--- src/sv/mlfp_pkg.sv ---
// ----------------------------------------------------------------------------
// mlfp_pkg
// Shared types and constants for the magic/length frame parser.
// ----------------------------------------------------------------------------
package mlfp_pkg;

  localparam int unsigned CFG_IDX_W  = 2;
  localparam int unsigned CFG_DATA_W = 32;

  localparam logic [CFG_IDX_W-1:0] REG_MAGIC_WORD = 2'd0;
  localparam logic [CFG_IDX_W-1:0] REG_MAX_LENGTH = 2'd1;

  // "BHNP", first received byte in the top byte
  localparam logic [31:0] MAGIC_RESET   = 32'h4248_4E50;
  localparam logic [31:0] MAX_LEN_RESET = 32'(10 * 1024 * 1024);

  typedef enum logic [1:0] {
    KIND_PAYLOAD  = 2'd0,
    KIND_EMPTY    = 2'd1,
    KIND_OVERSIZE = 2'd2
  } kind_t;

  typedef struct packed {
    kind_t      kind;
    logic [7:0] data_byte;
    logic       frame_last;
  } res_t;

endpackage

--- src/sv/magic_length_frame_parser.sv ---
// ----------------------------------------------------------------------------
// magic_length_frame_parser
// Hunts a 4-byte magic word, gathers a 32-bit big-endian length and streams
// that many payload bytes, flagging empty and oversize frames.
// ----------------------------------------------------------------------------
//
//   channel | handshake               | payload
//   --------+-------------------------+-----------------------------------
//   in      | in_valid / in_stall     | in_byte, chunk_last
//   out     | out_valid / out_stall   | kind, data_byte, frame_last
//   cfg     | cfg_we (no back-press.) | cfg_index, cfg_data
//
// One byte per clock sustained while out_stall is low: a byte sits in the input
// register, the parser logic updates state and forms its result from it, and
// the result is captured in the output register as the state advances.
// Synchronous active-high reset returns to hunting with an empty window and
// restores the default magic word and maximum length.
// A stall on the output holds the result register and backs up into in_stall
// only while the input register is also full.
// chunk_last marks receive block boundaries and does not affect parsing.
// ----------------------------------------------------------------------------
module magic_length_frame_parser (
  input  logic                            clk,
  input  logic                            rst,
  input  logic                            cfg_we,
  input  logic [mlfp_pkg::CFG_IDX_W-1:0]  cfg_index,
  input  logic [mlfp_pkg::CFG_DATA_W-1:0] cfg_data,
  input  logic                            in_valid,
  output logic                            in_stall,
  input  logic [7:0]                      in_byte,
  input  logic                            chunk_last,
  output logic                            out_valid,
  input  logic                            out_stall,
  output logic [1:0]                      kind,
  output logic [7:0]                      data_byte,
  output logic                            frame_last
);

  import mlfp_pkg::*;

  logic       s1_valid;
  logic [7:0] s1_byte;
  logic       adv;
  logic       res_valid;
  res_t       res;
  res_t       out_res;

  // Input register: capture the byte, hold it while the result side is full.
  mlfp_in_stage u_in (
    .clk      (clk),
    .rst      (rst),
    .in_valid (in_valid),
    .in_byte  (in_byte),
    .in_stall (in_stall),
    .adv      (adv),
    .s1_valid (s1_valid),
    .s1_byte  (s1_byte)
  );

  // Parser state machine and config registers; state advances on adv.
  mlfp_core u_core (
    .clk       (clk),
    .rst       (rst),
    .cfg_we    (cfg_we),
    .cfg_index (cfg_index),
    .cfg_data  (cfg_data),
    .s1_valid  (s1_valid),
    .s1_byte   (s1_byte),
    .take      (adv),
    .res_valid (res_valid),
    .res       (res)
  );

  // Result register: a byte that yields no result still advances here.
  mlfp_out_stage u_out (
    .clk       (clk),
    .rst       (rst),
    .s1_valid  (s1_valid),
    .res_valid (res_valid),
    .res       (res),
    .adv       (adv),
    .out_valid (out_valid),
    .out_stall (out_stall),
    .out_res   (out_res)
  );

  assign kind       = out_res.kind;
  assign data_byte  = out_res.data_byte;
  assign frame_last = out_res.frame_last;

endmodule

--- src/sv/mlfp_in_stage.sv ---
// ----------------------------------------------------------------------------
// mlfp_in_stage
// Input register: holds one received byte until the parser consumes it.
// ----------------------------------------------------------------------------
module mlfp_in_stage (
  input  logic       clk,
  input  logic       rst,
  input  logic       in_valid,
  input  logic [7:0] in_byte,
  output logic       in_stall,
  input  logic       adv,
  output logic       s1_valid,
  output logic [7:0] s1_byte
);

  logic load;

  assign in_stall = s1_valid && !adv;
  assign load     = in_valid && !in_stall;

  always_ff @(posedge clk) begin
    if (rst) begin
      s1_valid <= 1'b0;
    end else if (load) begin
      s1_valid <= 1'b1;
    end else if (adv) begin
      s1_valid <= 1'b0;
    end
  end

  always_ff @(posedge clk) begin
    if (load) begin
      s1_byte <= in_byte;
    end
  end

endmodule

--- src/sv/mlfp_core.sv ---
// ----------------------------------------------------------------------------
// mlfp_core
// Parser state and the single-pass next-state / result logic.
// ----------------------------------------------------------------------------
module mlfp_core (
  input  logic                           clk,
  input  logic                           rst,
  input  logic                           cfg_we,
  input  logic [mlfp_pkg::CFG_IDX_W-1:0] cfg_index,
  input  logic [mlfp_pkg::CFG_DATA_W-1:0] cfg_data,
  input  logic                           s1_valid,
  input  logic [7:0]                     s1_byte,
  input  logic                           take,
  output logic                           res_valid,
  output mlfp_pkg::res_t                 res
);

  import mlfp_pkg::*;

  typedef enum logic [2:0] {
    PH_HUNT = 3'b001,
    PH_LEN  = 3'b010,
    PH_DATA = 3'b100
  } phase_t;

  logic [31:0] magic_word;
  logic [31:0] max_length;

  phase_t      phase, phase_next;
  logic [23:0] hunt_window, hunt_window_next;
  logic [1:0]  byte_count, byte_count_next;
  logic [31:0] length_shift, length_shift_next;
  logic [31:0] remaining, remaining_next;

  logic [31:0] word;
  logic [31:0] len;
  logic        last;

  always_ff @(posedge clk) begin
    if (rst) begin
      magic_word <= MAGIC_RESET;
      max_length <= MAX_LEN_RESET;
    end else if (cfg_we) begin
      case (cfg_index)
        REG_MAGIC_WORD: magic_word <= cfg_data;
        REG_MAX_LENGTH: max_length <= cfg_data;
        default: ;
      endcase
    end
  end

  assign word = {hunt_window, s1_byte};
  assign len  = {length_shift[23:0], s1_byte};
  assign last = (remaining <= 32'd1);

  always_comb begin
    phase_next        = phase;
    hunt_window_next  = hunt_window;
    byte_count_next   = byte_count;
    length_shift_next = length_shift;
    remaining_next    = remaining;
    res_valid         = 1'b0;
    res               = '{kind: KIND_PAYLOAD, data_byte: 8'h00, frame_last: 1'b0};

    case (phase)
      PH_LEN: begin
        length_shift_next = len;
        if (byte_count != 2'd3) begin
          byte_count_next = byte_count + 2'd1;
        end else begin
          // all four length bytes in: decide drop, empty or payload
          byte_count_next   = 2'd0;
          length_shift_next = '0;
          if (len > max_length) begin
            phase_next = PH_HUNT;
            res_valid  = 1'b1;
            res        = '{kind: KIND_OVERSIZE, data_byte: 8'h00, frame_last: 1'b1};
          end else if (len == 32'd0) begin
            phase_next = PH_HUNT;
            res_valid  = 1'b1;
            res        = '{kind: KIND_EMPTY, data_byte: 8'h00, frame_last: 1'b1};
          end else begin
            phase_next     = PH_DATA;
            remaining_next = len;
          end
        end
      end
      PH_DATA: begin
        res_valid = 1'b1;
        res       = '{kind: KIND_PAYLOAD, data_byte: s1_byte, frame_last: last};
        if (last) begin
          phase_next     = PH_HUNT;
          remaining_next = '0;
        end else begin
          remaining_next = remaining - 32'd1;
        end
      end
      default: begin
        // hunting; slide the window once three bytes are held
        phase_next = PH_HUNT;
        if (byte_count == 2'd3) begin
          if (word == magic_word) begin
            phase_next       = PH_LEN;
            hunt_window_next = '0;
            byte_count_next  = 2'd0;
          end else begin
            hunt_window_next = word[23:0];
          end
        end else begin
          hunt_window_next = {hunt_window[15:0], s1_byte};
          byte_count_next  = byte_count + 2'd1;
        end
      end
    endcase
  end

  always_ff @(posedge clk) begin
    if (rst) begin
      phase        <= PH_HUNT;
      hunt_window  <= '0;
      byte_count   <= '0;
      length_shift <= '0;
      remaining    <= '0;
    end else if (s1_valid && take) begin
      phase        <= phase_next;
      hunt_window  <= hunt_window_next;
      byte_count   <= byte_count_next;
      length_shift <= length_shift_next;
      remaining    <= remaining_next;
    end
  end

`ifndef SYNTHESIS
  a_data_nonzero: assert property (@(posedge clk) disable iff (rst)
    phase == PH_DATA |-> remaining != 32'd0)
    else $error("payload phase with zero bytes remaining");

  a_last_rehunt: assert property (@(posedge clk) disable iff (rst)
    s1_valid && take && phase == PH_DATA && remaining <= 32'd1 |=> phase == PH_HUNT)
    else $error("no return to hunt after final payload byte");

  a_len_window_clear: assert property (@(posedge clk) disable iff (rst)
    phase == PH_LEN |-> hunt_window == 24'd0)
    else $error("hunt window not cleared in length phase");

  a_hunt_len_clear: assert property (@(posedge clk) disable iff (rst)
    phase == PH_HUNT |-> length_shift == 32'd0)
    else $error("length gather not cleared while hunting");
`endif

endmodule

--- src/sv/mlfp_out_stage.sv ---
// ----------------------------------------------------------------------------
// mlfp_out_stage
// Result register: holds one result until the downstream side takes it.
// ----------------------------------------------------------------------------
module mlfp_out_stage (
  input  logic           clk,
  input  logic           rst,
  input  logic           s1_valid,
  input  logic           res_valid,
  input  mlfp_pkg::res_t res,
  output logic           adv,
  output logic           out_valid,
  input  logic           out_stall,
  output mlfp_pkg::res_t out_res
);

  import mlfp_pkg::*;

  logic out_free;
  logic load;

  // register is free when empty or being drained this cycle
  assign out_free = !out_valid || !out_stall;
  assign adv      = s1_valid && out_free;
  assign load     = adv && res_valid;

  always_ff @(posedge clk) begin
    if (rst) begin
      out_valid <= 1'b0;
    end else if (load) begin
      out_valid <= 1'b1;
    end else if (!out_stall) begin
      out_valid <= 1'b0;
    end
  end

  always_ff @(posedge clk) begin
    if (load) begin
      out_res <= res;
    end
  end

endmodule

--- config.mk ---
export PLATFORM = sky130hd
export DESIGN_NAME = magic_length_frame_parser
export DESIGN_NICKNAME = d
export VERILOG_FILES = /design/src/sv/mlfp_pkg.sv /design/src/sv/magic_length_frame_parser.sv /design/src/sv/mlfp_in_stage.sv /design/src/sv/mlfp_core.sv /design/src/sv/mlfp_out_stage.sv
export SDC_FILE = /design/constraint.sdc
export NUM_CORES = 1
export LEC_CHECK = 0
export BUFFER_PORTS_ARGS = -buffer_cell sky130_fd_sc_hd__clkbuf_2
export CAP_MARGIN = 20
export CORE_MARGIN = 1
export CORE_UTILIZATION = 60
export CTS_BUF_LIST = sky130_fd_sc_hd__clkbuf_16
export DETAILED_ROUTE_END_ITERATION = 7
export PLACE_DENSITY = 0.78
export SLEW_MARGIN = 20
export SYNTH_ARGS = -nofsm -noshare
export SYNTH_HDL_FRONTEND = slang
export SYNTH_HIERARCHICAL = 1
export SYNTH_SLANG_ARGS = --single-unit
--- constraint.sdc ---
create_clock -name clk -period 4.75 [get_ports clk]
set_input_delay 0.475 -clock clk [delete_from_list [all_inputs] [get_ports clk]]
set_output_delay 0.475 -clock clk [all_outputs]
set_load 0.005 [all_outputs]
After elaboration in Yosys (flattened, before gate mapping)
Index checks and enable logic that the tools add are counted.
- magnitude comparators: 2
- reductions and logical operators: 22
- mux-type cells: 31
- eq/ne operators: 12
- bitwise operators: 2
- div/mod/pow operators: 0
- $add $sub $neg: 2
- shifts and indexed selects: 0
- multiply operators: 0
- operators by type and width (operator ; count):
    2-to-1 mux 32 bit ; 4
    2-to-1 mux 24 bit ; 3
    case mux 32 bit (2 select lines) ; 1
    == test 32 bit ; 1
    greater-than comparator 32 bit ; 1
    <= comparator 32 x 1 -> 1 bit, second input constant ; 1
    zero test 32 bit ; 1
    subtractor 32 x 1 -> 32 bit, second input constant ; 1
    2-to-1 mux 11 bit ; 2
    case mux 11 bit (2 select lines) ; 1
    2-to-1 mux 3 bit ; 5
    2-to-1 mux 10 bit ; 1
    2-to-1 mux 2 bit ; 4
    != test 2 bit, second input constant ; 4
    AND reduction 2 bit ; 4
    2-to-1 mux 1 bit ; 7
    case mux 3 bit (2 select lines) ; 1
    AND reduction 3 bit ; 2
    logical AND 1 bit ; 5
    AND reduction 5 bit ; 1
    zero test 1 bit ; 4
    != test 2 x 1 -> 1 bit, second input constant ; 2
    case mux 2 bit (2 select lines) ; 1
    nonzero test 2 bit ; 2
    other kinds (11) ; 12
- register bits after elaboration: 170
- bits in writable memories: 0
- output and inout port bits: 13
- memories: 0
- input port bits: 48
- ROM bits: 0
- bits in latches: 0

Logic depth before layout (Yosys ltp)
- depth in word-level cells: 8
- depth in mapped cells: 12

Cells and area by module
Netlist, hierarchy kept.
- modules (own cells, without submodules) (module ; times used ; cells each ; seq. area each (sq um) ; area an instance (sq um)):
    mlfp_core ; 1 ; 1013 ; 2982.9 ; 7699.9
    mlfp_out_stage ; 1 ; 17 ; 350.3 ; 374.1
    mlfp_in_stage ; 1 ; 12 ; 260.2 ; 290.3

Least setup slack after synthesis
No wires, ideal clock.
- kind: register to register
- start point: reg u_core.max_length[31]
- end point: reg, netlist name u_out/out_res[0]
- arrival time: 2463 ps
- setup time: 383 ps
- period minus slack after synthesis: 2846 ps
- buffers on the path: 0
- stages on the path, launching flop included: 12
- setup slack: 1904 ps
- cell sequence: dfxtp_1 > inv_1 > ha_1 > nand4_1 > nor4_1 > nand3b_1 > a31o_2 > nand2_1 > o21ai_0 > nand2_1 > nand2_1 > a21oi_1
- cells in the longest elaborated chain, start to end: 5
- ends and longest elaborated chain (item ; line ; RTL):
    start: declaration ; mlfp_core.sv:27 ; logic [31:0] max_length;
    start signal: assignment ; mlfp_core.sv:46 ; REG_MAX_LENGTH: max_length <= cfg_data;
    greater-than comparator 32 bit ; mlfp_core.sv:74 ; if (len > max_length) begin
    2-to-1 mux 1 bit ; mlfp_core.sv:74 ;
    2-to-1 mux 1 bit ; mlfp_core.sv:68 ; if (byte_count != 2'd3) begin
    case mux 1 bit (2 select lines) ; mlfp_core.sv:65 ; case (phase)
    via res_valid ; magic_length_frame_parser.sv:44 ; logic res_valid;
    logical AND 1 bit ; mlfp_out_stage.sv:25 ; assign load = adv && res_valid;
    via u_out.load ; mlfp_out_stage.sv:20 ; logic load;
The timed path passes the listed nets, and every way through them passes these cells.
A chain may end at the register's enable or synchronous reset.

Worst setup path after layout
- start point: reg u_in.s1_byte[7]
- end point: reg u_core.remaining[16]
- cells in the longest elaborated chain, start to end: 3
- elaborated cells on any way between the ends: 5
- ends and longest elaborated chain (item ; line ; RTL):
    start: declaration ; mlfp_in_stage.sv:13 ; output logic [7:0] s1_byte
    start signal: assignment ; mlfp_in_stage.sv:33 ; s1_byte <= in_byte;
    greater-than comparator 32 bit / zero test 32 bit (equally long branches) ; mlfp_core.sv:74, mlfp_core.sv:78 ;
    != test 2 bit (no source line) ; -- ;
    AND reduction 5 bit (no source line) (*) ; -- ;
    end signal: assignment ; mlfp_core.sv:129 ; remaining <= remaining_next;
    end: declaration ; mlfp_core.sv:33 ; logic [31:0] remaining, remaining_next;
Mark *: on every way between the ends. The rest lies on a longest branch, timed or not.

==> summary.txt <==
Hold Path Class - input pin to register
Num ports - 61
GR Overflow Total - 0
Pin count of the biggest net entering global routing - 74
# hold bufs at CTS - 0
Worst r2r src - u_in/s1_byte[7]
Global-route wire length before repair - 35.1 mm
Vias in the first global route - 6891
CP peak stage delay - 0.68 ns
Hold Crit Depth - 1
Final min period - 3.64 ns
Sum of negative setup slack - 0 ns
Final Wtd Congestion - 0.898
Final #Nets - 1159
Status - finished, final reports clean
R2R Path End - u_core/remaining[16]
PortBufs - 59
Setup bufs post-CTS - 0
Async SR Flop Fraction - 0%
CTS tree - yes
Htree depth - 4
Area leader, netlist - dfxtp_1
Worst clock skew - 0.00814 ns
Die area - 14400 sq um
CP max-delay cell - nor4_1
Worst reg2reg path depth - 9
Residual DRC - 0
Yosys Warn Count - 6
CTS Sinks - 170
Crit path launch type - register
Final Max Tran Viols - 0
Initial core utilization - 62.4%
Post-synth cell types - 57
Buf+Inv Stages, Crit Path - 1
Final Cell Area - 9340 sq um
Highest clock rate - 275 MHz
Delay-heaviest family, CP - simple AND/OR/NAND/NOR gates
Largest cells by area after synthesis - dfxtp_1 36%, nand2_1 10%, a21oi_1 9.9%
Routed len/inst - 17.6 um
CP Max Fanout - 30
R2r setup slk - 1.11 ns
Endpoints failing hold - 0
Top cell type's share of synthesized area - 36.1%
Via Count - 7599
Setup violations, final - 0
Cells after Synth - 1042
Height of the die - 120 um
Post-synth EDFFs - 19
Initial antenna violation count - 0
Core Area - 13400 sq um
CTS clk-pin slew, worst paths - 0.06 ns
Layout cell share with drive strength beyond 1 - 11.5%
WS Path Type - register to register
Deepest clock path buffer count - 2
RSZ-0062 raised after global routing - no
CTS Root Cell - clkbuf_16
Routed wire length - 22.3 mm
Sequential share of the synthesized area - 43.0%
Final HPWL DP - 14.9 mm
Syn Nets - 1125
Fillers - 1137
Multi-input gate area - 4390 sq um
Diode count - 0
Endpoint class of the critical path - register
Mapped Avg Cell Area - 8.03 sq um
Rows - 42
Critical Path RT - 5.11 ns
Peak VDD IR - 0.296 mV
PostCTS Resize Cnt - 0
PD cells - 317 nW/um^2
Actual slew at the worst max-slew pin - 0.987 ns
TritonRoute pass-1 iters - 5
Total power - 2.96 mW
Reg area - 3590 sq um
Fin crit share - 76.7%
Via density - 6.01
Clock latency reported for the late side of the worst-skew pair - 0.43 ns
Crit-path cells - ha_1 > nand4_1 > nor4_1 > nand3b_1 > a31o_2 > nand3_2 > buf_4 > or2_2 > a21oi_1
Worst hold start - in_byte[5]
Top_reg_cell synth - dfxtp_1
Routed Antenna Nets - 0
Detailed router's first-iteration violation count - 870
Leak Pwr - 3.56 nW
Netlist Area Pre-Place - 8360 sq um
Layout area overhead - 11.6%
Post-DP Area - 8800 sq um
Yosys reg bits - 170
Max-cap violations - 0
Relative slew slack - 34.2%
CP arrival - 4.00 ns
Min-Delay Endpoint - u_in/s1_byte[5]
Gr usage total - 31.6%
CTS buffer count - 17
DIE WIDTH - 120 um
==> worst max path at each step <==
stage / start / to / slack [ns] / cells after the start
3_3_place_gp: u_in/s1_byte[7] / u_core/remaining[14] / 1.37 / 9
2_1_floorplan: u_core/max_length[31] / u_out/out_res[0] / 1.90 / 11
6_report: u_in/s1_byte[7] / u_core/remaining[16] / 1.11 / 9
5_1_grt: u_in/s1_byte[7] / u_core/remaining[19] / 1.0 / 9
3_5_place_dp: u_in/s1_byte[7] / u_core/remaining[16] / 1.27 / 9
4_1_cts: u_in/s1_byte[7] / u_core/remaining[16] / 1.23 / 9
==> synth_stat cells, types with 2 or more instances <==
library cell  number
o21ai_0           17
edfxtp_1          19
o21ai_1           10
a22oi_1            6
nand4_1           13
and3_1             9
and2_1             4
or2_0              5
nand3b_1          35
nor3_2             3
dfxtp_1          151
nor3_1            21
inv_1             38
a21o_1             6
nor2_1            43
a31o_2             2
a21oi_1          166
o31ai_1            2
or4_1              3
clkbuf_1          56
xor2_1            33
nor4b_1            3
a31oi_1            2
a221oi_1           4
nor4_1            29
nand2_1          229
nand3_1           13
a211o_1            2
or2_2              8
a32oi_1            5
buf_2              8
a211oi_1           4
o32ai_1            9
nand2b_1          14
ha_1              35
nor2b_1            6
o21a_1             4
or3_1              6
==> state kept, by name, summed over array words and instances (netlist names) <==
name                 count
u_core/magic_word       32
u_core/max_length       32
u_core/remaining        32
u_core/hunt_window      24
u_core/length_shift     24
u_out/out_res           11
u_in/s1_byte             8
u_core/phase             3
u_core/byte_count        2
u_in/s1_valid            1
u_out/out_valid          1
==> per-stage QoR <==
step	setup WS, ns	hold slack, ns	util [%]	cells
2_1_floorplan	1.90	0.436	-	1042
3_3_place_gp	1.37	0.444	65.6	1233
3_5_place_dp	1.27	0.446	65.6	1233
4_1_cts	1.23	0.203	69.7	1265
5_1_grt	0.998	0.203	69.7	1265
6_report	1.11	0.218	69.7	1265
==> power by group <==
group | internal, mW | switching (mW) | leakage, nW
sequential | 1.48 | 0.0216 | 1.38
clock | 0.732 | 0.549 | 0.272
combinational | 0.0652 | 0.116 | 1.91
total | 2.28 | 0.686 | 3.56
==> layout by cell type (no fill, tap or decap), types with 12 or more instances in the layout <==
cell type / synthesis / routed
clkbuf_16: 0 / 18
xor2_1: 33 / 33
nand2_1: 229 / 229
a21oi_1: 166 / 166
dfxtp_1: 151 / 151
nor4_1: 29 / 29
ha_1: 35 / 35
edfxtp_1: 19 / 19
nor2_1: 43 / 43
o21ai_0: 17 / 17
buf_4: 0 / 21
nor3_1: 21 / 20
nand3_1: 13 / 12
inv_1: 38 / 40
nand4_1: 13 / 13
nand3b_1: 35 / 35
clkbuf_2: 0 / 58
nand2b_1: 14 / 14
==> kinds of logic after synthesis <==
kind of cell / Yosys count / synth area share (%)
DFF: 170 / 43.0
xor gates and xnor gates: 34 / 3.56
and+or+nand+nor: 454 / 26.6
muxes: 1 / 0.120
buffers and inverters: 102 / 4.70
AOI/OAI and AO/OA: 246 / 16.8
adders and majority gates: 35 / 5.24
==> final cells by class <==
class	count	area share, %
clock buffer	18	4.83
inverter	38	1.53
tap	176	2.36
clock inverter	14	0.938
timing repair buffer	79	4.80
sequential	170	38.5
multi-input combinational	770	47.1
==> routing by layer <==
metal	vias up	routed length [um]	GRT usage, %
met5	-	0	0
li1	3695	-	-
met3	42	1630	6.42
met4	0	441	12.1
met1	3573	10000	44.6
met2	289	10200	47.1
==> worst register-to-register path, stage by stage, from the launching register on <==
cell      delay, ns
edfxtp_1       0.59
ha_1           0.42
nand4_1        0.16
nor4_1         0.68
nand3b_1       0.21
a31o_2         0.16
nand3_2        0.50
buf_4          0.42
or2_2          0.30
a21oi_1        0.12
Note: power is estimated with default switching activity, not from simulation.
